<file path="src/hdl/mst_pkg.sv">
`timescale 1ns / 1ps
// ----------------------------------------------------------------------------
// mst_pkg: shared types and constants of the multi-slot timer
// Command, result and status codes, the controller state type and the
// command and status groups between the controller and the datapath.
// ----------------------------------------------------------------------------
package mst_pkg;

	// Default number of timer slots.
	localparam int SLOTS_DEF = 16;

	// Most firings reported by one tick; the scan stops after the last of them.
	localparam int MAX_RESULTS = 16;
	localparam int FIRE_W = $clog2(MAX_RESULTS + 1);

	typedef enum logic [2:0] {
		CMD_TICK    = 3'd0,
		CMD_SET     = 3'd1,
		CMD_DELETE  = 3'd2,
		CMD_RESTART = 3'd3,
		CMD_ENABLE  = 3'd4,
		CMD_DISABLE = 3'd5,
		CMD_TOGGLE  = 3'd6,
		CMD_QUERY   = 3'd7
	} cmd_t;

	typedef enum logic [1:0] {
		KIND_FIRED = 2'd0,
		KIND_IDLE  = 2'd1,
		KIND_ACK   = 2'd2
	} kind_t;

	typedef enum logic [1:0] {
		STAT_OK     = 2'd0,
		STAT_NOFREE = 2'd1,
		STAT_NULL   = 2'd2,
		STAT_RANGE  = 2'd3
	} status_t;

	typedef enum logic [1:0] {
		ST_IDLE  = 2'd0,
		ST_EXEC  = 2'd1,
		ST_SCAN  = 2'd2,
		ST_FLUSH = 2'd3
	} state_t;

	// Commands from the controller to the datapath.
	typedef struct packed {
		logic load;   // latch the input word
		logic exec;   // execute a single-slot command
		logic scan;   // run the tick scan pipeline
		logic flush;  // close the tick and report its final word
	} ctl_t;

	// Status from the datapath to the controller.
	typedef struct packed {
		logic is_tick;    // the offered command is a tick
		logic scan_done;  // the scan has evaluated its final slot or its last allowed firing
	} sts_t;

endpackage

</file>
<file path="src/hdl/mst_ctrl.sv">
`timescale 1ns / 1ps
// ----------------------------------------------------------------------------
// mst_ctrl: controller of the multi-slot timer
// Sequences one input word at a time through execute or scan and flush.
// ----------------------------------------------------------------------------
module mst_ctrl import mst_pkg::*; (
	input  logic clk,
	input  logic arst_n,
	input  logic start,
	input  sts_t sts,
	output logic busy,
	output ctl_t ctl
);

	state_t state_q;
	state_t state_d;

	always_ff @(posedge clk or negedge arst_n) begin
		if (!arst_n) begin
			state_q <= ST_IDLE;
		end else begin
			state_q <= state_d;
		end
	end

	always_comb begin
		state_d = state_q;
		case (state_q)
			ST_IDLE: begin
				if (start) begin
					state_d = sts.is_tick ? ST_SCAN : ST_EXEC;
				end
			end
			ST_EXEC: state_d = ST_IDLE;
			ST_SCAN: begin
				if (sts.scan_done) begin
					state_d = ST_FLUSH;
				end
			end
			ST_FLUSH: state_d = ST_IDLE;
			default: state_d = ST_IDLE;
		endcase
	end

	always_comb begin
		ctl  = '0;
		busy = 1'b1;
		case (state_q)
			ST_IDLE: begin
				busy     = 1'b0;
				ctl.load = start;
			end
			ST_EXEC:  ctl.exec = 1'b1;
			ST_SCAN:  ctl.scan = 1'b1;
			ST_FLUSH: ctl.flush = 1'b1;
			default: busy = 1'b1;
		endcase
	end

endmodule

</file>
<file path="src/hdl/mst_dpath.sv">
`timescale 1ns / 1ps
// ----------------------------------------------------------------------------
// mst_dpath: datapath of the multi-slot timer
// Slot tables, occupancy and enable flags, the two-stage scan pipeline,
// the held-back firing word and the result registers.
// ----------------------------------------------------------------------------
module mst_dpath import mst_pkg::*; #(
	parameter int SLOTS = SLOTS_DEF
) (
	input  logic        clk,
	input  logic        arst_n,
	input  ctl_t        ctl,
	output sts_t        sts,
	input  logic [2:0]  cmd,
	input  logic [31:0] now_ms,
	input  logic [5:0]  slot,
	input  logic [30:0] period_ms,
	input  logic [15:0] run_limit,
	input  logic [7:0]  handler,
	output logic        res_valid,
	output logic [1:0]  kind,
	output logic [5:0]  out_slot,
	output logic [7:0]  out_handler,
	output logic        freed,
	output logic [1:0]  status,
	output logic        is_enabled,
	output logic [6:0]  active_count,
	output logic        last
);

	localparam int IW = (SLOTS > 1) ? $clog2(SLOTS) : 1;
	localparam int CW = $clog2(SLOTS + 1);

	// Latched input word.
	cmd_t        cmd_q;
	logic [31:0] now_q;
	logic [5:0]  slot_q;
	logic [30:0] period_q;
	logic [15:0] limit_q;
	logic [7:0]  handler_q;

	// Occupancy, enable flags and the occupied count.
	logic [SLOTS-1:0] used_q, used_d;
	logic [SLOTS-1:0] en_q, en_d;
	logic [6:0]       cnt_q, cnt_d;

	// Slot tables.
	logic [30:0] period_mem  [SLOTS];
	logic [15:0] limit_mem   [SLOTS];
	logic [7:0]  handler_mem [SLOTS];
	logic [15:0] runs_mem    [SLOTS];
	logic [31:0] base_mem    [SLOTS];

	// Scan pipeline.
	logic [CW-1:0]     rd_idx_q;
	logic              rd_more;
	logic              rd_en;
	logic [IW-1:0]     rd_addr;
	logic              ev_v_s1;
	logic [IW-1:0]     ev_idx_s1;
	logic [30:0]       period_s1;
	logic [15:0]       limit_s1;
	logic [7:0]        handler_s1;
	logic [15:0]       runs_s1;
	logic [31:0]       base_s1;
	logic [FIRE_W-1:0] fire_cnt_q;

	// Evaluation of the slot in the second stage.
	logic        ev_on;
	logic [31:0] elapsed;
	logic [31:0] base_sum;
	logic [15:0] runs_inc;
	logic        unlimited;
	logic        ev_due;
	logic        ev_fire;
	logic        ev_last;

	// Held-back firing word.
	logic          pend_v_q;
	logic [IW-1:0] pend_slot_q;
	logic [7:0]    pend_handler_q;
	logic          pend_freed_q;
	logic [6:0]    pend_count_q;

	// Single-slot command decode.
	logic          in_range;
	logic [IW-1:0] tgt;
	logic          any_free;
	logic [IW-1:0] free_idx;

	// Table write port.
	logic [IW-1:0] waddr;
	logic          we_cfg;
	logic          we_runs;
	logic          we_base;
	logic [15:0]   wd_runs;
	logic [31:0]   wd_base;

	// Result word being formed.
	logic       emit;
	kind_t      e_kind;
	logic [5:0] e_slot;
	logic [7:0] e_handler;
	logic       e_freed;
	status_t    e_status;
	logic       e_en;
	logic [6:0] e_count;
	logic       e_last;

	kind_t      kind_q;
	status_t    status_q;
	logic       valid_q;
	logic [5:0] out_slot_q;
	logic [7:0] out_handler_q;
	logic       freed_q;
	logic       en_out_q;
	logic [6:0] count_q;
	logic       last_q;

	always_ff @(posedge clk) begin
		if (ctl.load) begin
			cmd_q     <= cmd_t'(cmd);
			now_q     <= now_ms;
			slot_q    <= slot;
			period_q  <= period_ms;
			limit_q   <= run_limit;
			handler_q <= handler;
		end
	end

	assign in_range = {1'b0, slot_q} < 7'(SLOTS);
	assign tgt      = slot_q[IW-1:0];

	always_comb begin
		any_free = 1'b0;
		free_idx = '0;
		for (int i = SLOTS - 1; i >= 0; i--) begin
			if (!used_q[i]) begin
				any_free = 1'b1;
				free_idx = IW'(i);
			end
		end
	end

	assign rd_more = rd_idx_q < CW'(SLOTS);
	assign rd_en   = ctl.scan && rd_more;
	assign rd_addr = rd_idx_q[IW-1:0];

	always_ff @(posedge clk) begin
		if (we_cfg) begin
			period_mem[waddr]  <= period_q;
			limit_mem[waddr]   <= limit_q;
			handler_mem[waddr] <= handler_q;
		end
		if (we_runs) begin
			runs_mem[waddr] <= wd_runs;
		end
		if (we_base) begin
			base_mem[waddr] <= wd_base;
		end
	end

	always_ff @(posedge clk) begin
		if (rd_en) begin
			period_s1  <= period_mem[rd_addr];
			limit_s1   <= limit_mem[rd_addr];
			handler_s1 <= handler_mem[rd_addr];
			runs_s1    <= runs_mem[rd_addr];
			base_s1    <= base_mem[rd_addr];
			ev_idx_s1  <= rd_addr;
		end
	end

	assign ev_on     = ctl.scan && ev_v_s1;
	assign elapsed   = now_q - base_s1;
	assign base_sum  = base_s1 + {1'b0, period_s1};
	assign runs_inc  = runs_s1 + 16'd1;
	assign unlimited = limit_s1 == 16'd0;
	assign ev_due    = ev_on && used_q[ev_idx_s1] && (elapsed >= {1'b0, period_s1});
	assign ev_fire   = ev_due && en_q[ev_idx_s1] && (unlimited || runs_s1 < limit_s1);
	assign ev_last   = ev_fire && !unlimited && (runs_inc >= limit_s1);

	assign sts.is_tick   = cmd_t'(cmd) == CMD_TICK;
	assign sts.scan_done = ev_on && (ev_idx_s1 == IW'(SLOTS - 1) ||
		(ev_fire && fire_cnt_q == FIRE_W'(MAX_RESULTS - 1)));

	always_comb begin
		used_d    = used_q;
		en_d      = en_q;
		cnt_d     = cnt_q;
		waddr     = ev_idx_s1;
		we_cfg    = 1'b0;
		we_runs   = 1'b0;
		we_base   = 1'b0;
		wd_runs   = runs_inc;
		wd_base   = base_sum;
		emit      = 1'b0;
		e_kind    = KIND_ACK;
		e_slot    = '0;
		e_handler = '0;
		e_freed   = 1'b0;
		e_status  = STAT_OK;
		e_en      = 1'b0;
		e_count   = cnt_q;
		e_last    = 1'b1;
		if (ctl.exec) begin
			emit = 1'b1;
			case (cmd_q)
				CMD_SET: begin
					if (!any_free) begin
						e_status = STAT_NOFREE;
					end else if (handler_q == 8'd0) begin
						e_status = STAT_NULL;
					end else begin
						waddr            = free_idx;
						we_cfg           = 1'b1;
						we_runs          = 1'b1;
						we_base          = 1'b1;
						wd_runs          = '0;
						wd_base          = now_q;
						used_d[free_idx] = 1'b1;
						en_d[free_idx]   = 1'b1;
						cnt_d            = cnt_q + 7'd1;
						e_slot           = 6'(free_idx);
					end
				end
				default: begin
					e_slot = slot_q;
					if (!in_range) begin
						e_status = STAT_RANGE;
					end else begin
						case (cmd_q)
							CMD_DELETE: begin
								if (used_q[tgt]) begin
									used_d[tgt] = 1'b0;
									en_d[tgt]   = 1'b0;
									cnt_d       = cnt_q - 7'd1;
								end
							end
							CMD_RESTART: begin
								waddr   = tgt;
								we_base = 1'b1;
								wd_base = now_q;
							end
							CMD_ENABLE:  en_d[tgt] = 1'b1;
							CMD_DISABLE: en_d[tgt] = 1'b0;
							CMD_TOGGLE:  en_d[tgt] = !en_q[tgt];
							CMD_QUERY:   e_en = en_q[tgt];
							default: e_en = 1'b0;
						endcase
					end
				end
			endcase
			e_count = cnt_d;
		end else if (ev_on) begin
			we_base = ev_due;
			we_runs = ev_fire && !unlimited;
			if (ev_last) begin
				used_d[ev_idx_s1] = 1'b0;
				en_d[ev_idx_s1]   = 1'b0;
				cnt_d             = cnt_q - 7'd1;
			end
			// A new firing releases the one held back, which is then not the last.
			if (ev_fire && pend_v_q) begin
				emit      = 1'b1;
				e_kind    = KIND_FIRED;
				e_slot    = 6'(pend_slot_q);
				e_handler = pend_handler_q;
				e_freed   = pend_freed_q;
				e_count   = pend_count_q;
				e_last    = 1'b0;
			end
		end else if (ctl.flush) begin
			emit = 1'b1;
			if (pend_v_q) begin
				e_kind    = KIND_FIRED;
				e_slot    = 6'(pend_slot_q);
				e_handler = pend_handler_q;
				e_freed   = pend_freed_q;
				e_count   = pend_count_q;
			end else begin
				e_kind = KIND_IDLE;
			end
		end
	end

	always_ff @(posedge clk or negedge arst_n) begin
		if (!arst_n) begin
			used_q     <= '0;
			en_q       <= '0;
			cnt_q      <= '0;
			rd_idx_q   <= '0;
			ev_v_s1    <= 1'b0;
			fire_cnt_q <= '0;
			pend_v_q   <= 1'b0;
			valid_q    <= 1'b0;
		end else begin
			used_q  <= used_d;
			en_q    <= en_d;
			cnt_q   <= cnt_d;
			valid_q <= emit;
			if (ctl.load) begin
				rd_idx_q   <= '0;
				ev_v_s1    <= 1'b0;
				fire_cnt_q <= '0;
				pend_v_q   <= 1'b0;
			end else if (ctl.scan) begin
				ev_v_s1 <= rd_more;
				if (rd_more) begin
					rd_idx_q <= rd_idx_q + CW'(1);
				end
				if (ev_fire) begin
					fire_cnt_q <= fire_cnt_q + FIRE_W'(1);
					pend_v_q   <= 1'b1;
				end
			end else if (ctl.flush) begin
				pend_v_q <= 1'b0;
			end
		end
	end

	always_ff @(posedge clk) begin
		if (ev_fire) begin
			pend_slot_q    <= ev_idx_s1;
			pend_handler_q <= handler_s1;
			pend_freed_q   <= ev_last;
			pend_count_q   <= cnt_d;
		end
		if (emit) begin
			kind_q        <= e_kind;
			out_slot_q    <= e_slot;
			out_handler_q <= e_handler;
			freed_q       <= e_freed;
			status_q      <= e_status;
			en_out_q      <= e_en;
			count_q       <= e_count;
			last_q        <= e_last;
		end
	end

	assign res_valid    = valid_q;
	assign kind         = kind_q;
	assign out_slot     = out_slot_q;
	assign out_handler  = out_handler_q;
	assign freed        = freed_q;
	assign status       = status_q;
	assign is_enabled   = en_out_q;
	assign active_count = count_q;
	assign last         = last_q;

	a_count_matches: assert property (@(posedge clk) disable iff (!arst_n)
		cnt_q == 7'($countones(used_q)))
		else $error("occupied count differs from the occupancy flags");

	a_fire_bound: assert property (@(posedge clk) disable iff (!arst_n)
		fire_cnt_q <= FIRE_W'(MAX_RESULTS))
		else $error("more firings in one tick than allowed");

endmodule

</file>
<file path="src/hdl/multi_slot_software_timer.sv">
`timescale 1ns / 1ps
// ----------------------------------------------------------------------------
// multi_slot_software_timer: table of periodic and one-shot timer slots
// Manages SLOTS timer slots by command and reports firings on each tick.
// ----------------------------------------------------------------------------
//
//  Channel  | Handshake          | Payload
//  ---------+--------------------+-----------------------------------------------
//  command  | start / busy       | cmd, now_ms, slot, period_ms, run_limit, handler
//  result   | valid (one cycle)  | kind, out_slot, out_handler, freed, status,
//           |                    | is_enabled, active_count, last
//
// A word is accepted at a clock edge with start high and busy low. A
// single-slot command is latched and then executed; its acknowledgement
// shows in the cycle after the execution. In a tick the scan reads one slot
// per cycle from the slot tables (one read port) and evaluates it in the
// following cycle, and it ends early once MAX_RESULTS slots have fired. Each
// firing is held back one step so that the final word of a tick carries
// last. Results cannot be stalled: each stands on the ports for one cycle
// with valid high. Reset clears all slots at once through the occupancy
// flags; there is no clearing pass.
//
module multi_slot_software_timer import mst_pkg::*; #(
	parameter int SLOTS = SLOTS_DEF
) (
	input  logic        clk,
	input  logic        arst_n,
	input  logic        start,
	output logic        busy,
	input  logic [2:0]  cmd,
	input  logic [31:0] now_ms,
	input  logic [5:0]  slot,
	input  logic [30:0] period_ms,
	input  logic [15:0] run_limit,
	input  logic [7:0]  handler,
	output logic        valid,
	output logic [1:0]  kind,
	output logic [5:0]  out_slot,
	output logic [7:0]  out_handler,
	output logic        freed,
	output logic [1:0]  status,
	output logic        is_enabled,
	output logic [6:0]  active_count,
	output logic        last
);

	// The controller only steps through the phases of a word; every slot
	// access, count update and result register lives in the datapath.
	ctl_t ctl;
	sts_t sts;

	mst_ctrl u_ctrl (
		.clk    (clk),
		.arst_n (arst_n),
		.start  (start),
		.sts    (sts),
		.busy   (busy),
		.ctl    (ctl)
	);

	mst_dpath #(
		.SLOTS (SLOTS)
	) u_dpath (
		.clk          (clk),
		.arst_n       (arst_n),
		.ctl          (ctl),
		.sts          (sts),
		.cmd          (cmd),
		.now_ms       (now_ms),
		.slot         (slot),
		.period_ms    (period_ms),
		.run_limit    (run_limit),
		.handler      (handler),
		.res_valid    (valid),
		.kind         (kind),
		.out_slot     (out_slot),
		.out_handler  (out_handler),
		.freed        (freed),
		.status       (status),
		.is_enabled   (is_enabled),
		.active_count (active_count),
		.last         (last)
	);

	// When the block goes idle, the final word of the item is on the ports.
	a_end_word: assert property (@(posedge clk) disable iff (!arst_n)
		$fell(busy) |-> valid && last)
		else $error("item finished without its final word");

	// A word that is not the last is always followed by more of the same item.
	a_more_follow: assert property (@(posedge clk) disable iff (!arst_n)
		valid && !last |-> busy)
		else $error("intermediate word while idle");

	// No word appears while the block stands idle.
	a_no_stray: assert property (@(posedge clk) disable iff (!arst_n)
		valid |-> busy || $fell(busy))
		else $error("result word with no item in progress");

endmodule

</file>
<file path="config.mk">
export PLATFORM = sky130hd
export DESIGN_NAME = multi_slot_software_timer
export DESIGN_NICKNAME = d
export VERILOG_FILES = /design/src/hdl/mst_pkg.sv /design/src/hdl/mst_ctrl.sv /design/src/hdl/mst_dpath.sv /design/src/hdl/multi_slot_software_timer.sv
export SDC_FILE = /design/constraint.sdc
export NUM_CORES = 2
export LEC_CHECK = 0
export ABC_AREA = 0
export BUFFER_PORTS_ARGS = -buffer_cell sky130_fd_sc_hd__clkbuf_2
export CAP_MARGIN = 25
export CELL_PAD_IN_SITES_DETAIL_PLACEMENT = 1
export CELL_PAD_IN_SITES_GLOBAL_PLACEMENT = 1
export CORE_MARGIN = 1.5
export CORE_UTILIZATION = 50
export DETAILED_ROUTE_END_ITERATION = 7
export PLACE_DENSITY_LB_ADDON = 0.1
export SYNTH_ARGS = -nofsm -noshare
export SYNTH_HDL_FRONTEND = slang
export SYNTH_SLANG_ARGS = --single-unit
</file>
<file path="constraint.sdc">
create_clock -name clk -period 9.85 [get_ports clk]
set_input_delay 1.4775 -clock clk [delete_from_list [all_inputs] [get_ports clk]]
set_output_delay 1.4775 -clock clk [all_outputs]
set_load 0.02 [all_outputs]
</file>
[Yosys cells after proc, flatten, opt, wreduce, memory -nomap -nowiden]
Memories as Yosys holds them, arrays and structs flattened. A register that Yosys moved wholly into a read port is not among the register bits.
Index checks and enable logic that the tools add are counted.
Operators by class
  add/sub/neg operators: 7
  magnitude comparators: 11
  equality and inequality tests: 22
  mux-type cells: 162
  bitwise operators: 13
  reductions and logical operators: 37
Operators with widths (number)
  16-bit 2-to-1 mux: 21
  32-bit 2-to-1 mux: 6
  4-bit 2-to-1 mux: 25
  7-bit 2-to-1 mux: 14
  16-bit bitwise AND: 4
  16-bit one-hot mux with 4 select lines: 1
  1-bit 2-to-1 mux: 61
  16-bit OR: 3
  32-bit by 31-bit adder with 32-bit output: 1
  32-bit by 31-bit greater-or-equal comparator with 1-bit output: 1
  8-bit 2-to-1 mux: 4
  16-bit inverter: 2
  32-bit subtractor: 1
  5-bit 2-to-1 mux: 6
  6-bit 2-to-1 mux: 5
  2-bit 2-to-1 mux: 10
  16-bit by 1-bit adder with 16-bit output (second input constant): 1
  1-bit binary-select mux with 4-bit select: 4
  16-bit bitwise mux: 1
  16-bit greater-or-equal comparator: 1
  16-bit zero test: 1
  16-bit < comparator: 1
  4-bit by 5-bit < comparator with 1-bit output (second input constant): 3
  1-bit logical AND: 14
  other kinds (33): 61
Storage, ports and cells
  flip-flop bits (word level): 202
  RAM bits: 1648
  output and inout bits: 30
  memories: 5
Memories
  u_dpath.base_mem: depth 16, bits a word 32, read ports 1, clocked after Yosys merged registers in 1, wr ports 1, RTL line mst_dpath.sv:52  | logic [31:0] base_mem [SLOTS];
  u_dpath.period_mem: depth 16, bits a word 31, read ports 1, clocked after Yosys merged registers in 1, wr ports 1, RTL line mst_dpath.sv:48  | logic [30:0] period_mem [SLOTS];
  u_dpath.limit_mem: depth 16, bits a word 16, read ports 1, clocked after Yosys merged registers in 1, wr ports 1, RTL line mst_dpath.sv:49  | logic [15:0] limit_mem [SLOTS];
  u_dpath.runs_mem: depth 16, bits a word 16, read ports 1, clocked after Yosys merged registers in 1, wr ports 1, RTL line mst_dpath.sv:51  | logic [15:0] runs_mem [SLOTS];
  u_dpath.handler_mem: depth 16, bits a word 8, read ports 1, clocked after Yosys merged registers in 1, wr ports 1, RTL line mst_dpath.sv:50  | logic [7:0] handler_mem [SLOTS];

[Longest topological paths before layout]
  depth after elaboration: 25
  mapped depth: 25

[By module]
From an unflattened synthesis, not the netlist that was laid out.
Unflattened totals
  cell total of the unflattened synthesis: 4025
  area, all modules: 79851.6 um^2
By module, submodules not included
  mst_dpath: times used 1, cells an instance 4013, area each 79735.2 um^2, seq. area each 58325.9 um^2
  mst_ctrl: times used 1, cells an instance 12, area each 116.4 um^2, seq. area each 50.0 um^2

[Worst setup path after synthesis]
OpenSTA, ideal clock, no wires.
  kind: register -> register
  start point: register u_ctrl.state_q[1]
  end point: register u_dpath.rd_idx_q[3]
  library setup time: 278 ps
  arrival time: 9774 ps
  required time: 9572 ps
  setup slack: -202 ps
  stages on the path, launching flop included: 6
  buffers on the path: 1
  clock period less this slack: 10052 ps
  cell sequence: dfrtp_1 clkbuf_1 nor3b_1 nand4_1 xor2_1 nor2_1
On the way
  longest elaborated chain between the ends: 4
RTL lines
  start, declared: RTL line mst_ctrl.sv:15  | state_t state_q;
  start signal, assigned: RTL line mst_ctrl.sv:22  | state_q <= state_d;
  2-bit equality test / 2-bit zero test (equally long branches): RTL line mst_ctrl.sv:48  | case (state_q)
  1-bit 2-to-1 mux: RTL line mst_ctrl.sv:48
  2-bit nonzero test (no source line)
  2-bit AND reduction (no source line)
  end signal, assigned: RTL line mst_dpath.sv:310  | rd_idx_q <= rd_idx_q + CW'(1);
  end, declared: RTL line mst_dpath.sv:55  | logic [CW-1:0] rd_idx_q;
Parallel ways exist; a longest one is shown, timed or not.
A chain may end at the register's enable or synchronous reset.

[Final worst setup path]
  start point: register u_dpath.now_q[0]
  end point: memory u_dpath.base_mem[15][20], enable pin
On the way
  longest elaborated chain between the ends: 7
RTL lines
  start, declared: RTL line mst_dpath.sv:36  | logic [31:0] now_q;
  start signal, assigned: RTL line mst_dpath.sv:123  | now_q <= now_ms;
  32-bit subtractor: RTL line mst_dpath.sv:175  | assign elapsed = now_q - base_s1;
  32-bit by 31-bit greater-or-equal comparator with 1-bit output: RTL line mst_dpath.sv:179  | assign ev_due = ev_on && used_q[ev_idx_s1] && (elapsed >= {1'b0, period_s1});
  1-bit logical AND: RTL line mst_dpath.sv:179
  1-bit 2-to-1 mux: RTL line mst_dpath.sv:255  | end else if (ev_on) begin
  1-bit 2-to-1 mux: RTL line mst_dpath.sv:206  | if (ctl.exec) begin
  1-bit 2-to-1 mux: RTL line mst_dpath.sv:158  | if (we_base) begin
  1-bit 2-to-1 mux (implied by the code): RTL line mst_dpath.sv:159  | base_mem[waddr] <= wd_base;
  end, declared: RTL line mst_dpath.sv:52
No other way between the ends.

==> results_dict.tcl <==
set metrics [dict create \
    finalClockSkew_ps 28.4 \
    antenna_found_initial 18 \
    initial_core_util_pct 50.3 \
    htree_num_levels 4 \
    dp.cells 6150 \
    grt.overflow.total 0 \
    drive_above_1_share_pct 25.5 \
    drcViolationCount 0 \
    io_buffer_count 128 \
    path_clk_slew_ps 60 \
    cts_root_buf "clkbuf_16" \
    setup-violations-final 0 \
    min_period_ps 7800 \
    syn_area_sq_mm 0.0797 \
    worstSetupPathType "reg -> reg" \
    critPathMostFrequentCell "a21oi_1" \
    grt_pass1_vias 42400 \
    r2r_end "u_dpath.base_mem[15][20]$_DFFE_PP_" \
    cts_tree "built" \
    r2r_cells 24 \
    rsz0062_at_grt "false" \
    worst_slew_pin_slew_ps 1110 \
    slew_headroom_pct 25.7 \
    critPathMaxStageDelay_ps 850 \
    num_vias 40600 \
    drt_iter0_drc 3882 \
    outcome "complete, no violations" \
    cp_cell_sequence "inv_1, ha_1, inv_1, fa_1, a21oi_1, o2111ai_1, a21oi_1, o21ai_0, o41a_1, a221o_1, a21boi_1, nor4bb_1, a311o_1, ha_1, a21oi_1, nor2b_1, a2111oi_0, o211ai_1, a21oi_1, o22ai_1, or2_1, nor2_4, nor2_4, buf_4" \
    holdBufCountCts 0 \
    r2r_start "u_dpath.now_q[0]$_DFFE_PP_" \
    post_drt_wl_per_cell_um 31.5 \
    cp_slowest_cell "nor2_4" \
    ctsResizeCount 0 \
    path_buf_inv 3 \
    cp_top_family "compound AO/OA/AOI/OAI gates" \
    cap_viol_max_count 0 \
    die-area_sq_mm 0.162 \
    synthesis.instances 4020 \
    nets 4519 \
    grt_pass1_wl_um 300000 \
    area_growth_syn_to_layout_pct 12.8 \
    design_area_sq_mm 0.0899 \
    place.gp.congestion 0.844 \
    min_to "u_dpath.out_handler[6]$_SDFFCE_PP0P_" \
    floorplan.die.height_um 402 \
    min-delay-start "u_dpath.pend_handler_q[6]$_DFFE_PP_" \
    vias_per_cell 6.21 \
    critPathLaunchType "register" \
    ir_drop_mv 0.160 \
    antenna_left 0 \
    min_path_cells 1 \
    std_cell_rows 146 \
    cts_buffers 198 \
    die_x_um 402 \
    timing.reg2reg.setup_slack_ps 2050 \
    wirelength_um 206000 \
    post-dp-hpwl_um 124000 \
    finalCritPeriodShare_pct 79.2 \
    finalHoldViolCount 0 \
    grt_use_total_pct 25.8 \
    tns_ps 0 \
    core-area_sq_mm 0.158 \
    io_pins 129 \
    drv_slew 0 \
    crit_fanout 17 \
    yosysSeqAreaShare_pct 73.3 \
    synth.top_cell.area_share_pct 71.6 \
    yosys_warnings 0 \
    power.density_mw_per_mm2 222 \
    firstDrtPassIters 5 \
    synth_cell_types 83 \
    async_flop_share_pct 2.76 \
    cts_sinks 1953 \
    grt_max_degree 147 \
    fin_cells 6530 \
    synth-seq-cells 1953 \
    post-cts-setup-buffers 0 \
    finalPower_w 0.0199 \
    fmax_ghz 0.128 \
    clockBufferDepth 3 \
    end_kind "register" \
    critPathArrivalTime_ps 8340 \
    synth_edf_count 1899 \
    p_leak_nw 28.6 \
    syn_avg_cell_area_sq_um 19.8 \
    hold_path_class "reg -> reg" \
    clk_latency_ps 840 \
    synth_nets 4252 \
    synthTopCellsByArea "edfxtp_1, mux4_2, ha_1" \
    synth_flop_cell "edfxtp_1" \
    synth_area_leader_cell "edfxtp_1" \
    place_area_sq_mm 0.0835 \
    crit_required_ps 10400 \
]
[cell usage after synthesis, types with 15 or more instances]
master	count
inv_1	118
dfrtp_1	54
mux4_2	532
and2_1	40
nand3_1	40
nor2b_1	16
o21ai_0	114
a221oi_1	22
a211oi_1	15
xnor2_1	49
nor3b_1	15
a21oi_1	112
xor2_1	28
a22oi_1	24
buf_1	45
nand4_1	20
nor4_1	19
nor2_1	188
clkbuf_1	117
edfxtp_1	1899
ha_1	131
nand2_1	123
a21o_1	27
and3_1	15
a31oi_1	15
nand2b_1	29
nor3_1	23
[layout by cell type, fill, tap and decap left out, types with 12 or more instances in the layout]
cell / n
edfxtp_1: 1899
mux4_2: 532
clkbuf_16: 201
nor2_1: 139
ha_1: 131
clkbuf_2: 128
nand2_1: 122
inv_1: 117
buf_4: 112
a21oi_1: 111
o21ai_0: 108
clkinv_1: 55
dfrtp_1: 50
xnor2_1: 49
nand3_1: 40
and2_1: 40
clkbuf_1: 36
clkinv_2: 35
nor2_4: 33
nand2b_1: 29
xor2_1: 28
a21o_1: 27
a22oi_1: 24
nor3_1: 23
a221oi_1: 22
nand4_1: 20
nor4_1: 19
nor2_2: 16
and3_1: 15
nor2b_1: 15
a211oi_1: 15
a31oi_1: 15
o211ai_1: 14
nor3b_1: 14
bufinv_16: 14
clkinvlp_4: 12
[cell families (layout without fill, tap and decap cells)]
logic type,after synthesis,in the layout,share of synthesized area [%]
AOI/OAI and AO/OA,449,449,3.69
xor gates and xnor gates,77,77,0.846
adders and majority gates,133,133,2.11
buffers and inverters,298,735,1.45
DFF,1953,1953,73.3
muxes,543,543,15.2
other,0,1,0
and+or+nand+nor,567,567,3.47
[cell type report]
type	count	area, sq um
tap	2072	2590
fill	13600	68500
sequential	1953	58400
timing repair buffer	247	1620
clock buffer	237	5160
clock inverter	133	1150
multi-input combinational	1769	20500
antenna	1	2.50
inverter	118	448
[through the flow]
stage | util [%] | hold slack (ps) | worst slack, ps
2_1_floorplan | - | 400 | 3730
3_3_place_gp | 52.6 | 493 | 2100
3_5_place_dp | 52.7 | 504 | 2020
4_1_cts | 56.7 | 518 | 1920
5_1_grt | 56.7 | 549 | 1490
6_report | 56.7 | 516 | 2050
[metal layers]
layer | up-vias | part of all wire (%) | GRT usage, %
li1 | 17100 | - | -
met1 | 21900 | 43 | 37.9
met2 | 1327 | 48 | 41.0
met3 | 238 | 6.3 | 4.10
met4 | 0 | 2.1 | 6.41
met5 | - | 0 | 0
[where the power goes]
| group | total, W | switching [W] | internal [W] | leakage (nW) |
|---|---|---|---|---|
| sequential | 0.00977 | 0.000221 | 0.00955 | 17.9 |
| clock | 0.00732 | 0.00319 | 0.00412 | 3.06 |
| combinational | 0.00282 | 0.00155 | 0.00127 | 7.65 |
| total | 0.0199 | 0.00497 | 0.0149 | 28.6 |
[worst max path at each step]
stage | from | endpoint | slack [ps] | cells past startpoint
3_5_place_dp | u_dpath.now_q[0]$_DFFE_PP_ | u_dpath.base_mem[15][20]$_DFFE_PP_ | 2020 | 24
3_3_place_gp | u_dpath.now_q[0]$_DFFE_PP_ | u_dpath.base_mem[15][20]$_DFFE_PP_ | 2100 | 24
6_report | u_dpath.now_q[0]$_DFFE_PP_ | u_dpath.base_mem[15][20]$_DFFE_PP_ | 2050 | 24
5_1_grt | u_dpath.now_q[0]$_DFFE_PP_ | u_dpath.base_mem[15][22]$_DFFE_PP_ | 1490 | 24
4_1_cts | u_dpath.now_q[0]$_DFFE_PP_ | u_dpath.base_mem[15][26]$_DFFE_PP_ | 1920 | 24
2_1_floorplan | u_dpath.now_q[0]$_DFFE_PP_ | u_dpath.base_mem[10][0]$_DFFE_PP_ | 3730 | 24
[registers in the layout, summed over array words and instances, names as in the netlist, 7 cells and up]
| signal | cells |
|---|---|
| u_dpath.period_mem | 496 |
| u_dpath.limit_q | 16 |
| u_dpath.base_s1 | 32 |
| u_dpath.period_q | 31 |
| u_dpath.out_handler | 8 |
| u_dpath.active_count | 7 |
| u_dpath.handler_s1 | 8 |
| u_dpath.now_q | 32 |
| u_dpath.pend_count_q | 7 |
| u_dpath.limit_s1 | 16 |
| u_dpath.handler_mem | 128 |
| u_dpath.runs_mem | 256 |
| u_dpath.cnt_q | 7 |
| u_dpath.period_s1 | 31 |
| u_dpath.limit_mem | 256 |
| u_dpath.en_q | 16 |
| u_dpath.runs_s1 | 16 |
| u_dpath.used_q | 16 |
| u_dpath.base_mem | 512 |
| u_dpath.pend_handler_q | 8 |
| u_dpath.handler_q | 8 |
Power figures use the tool's default switching activity.
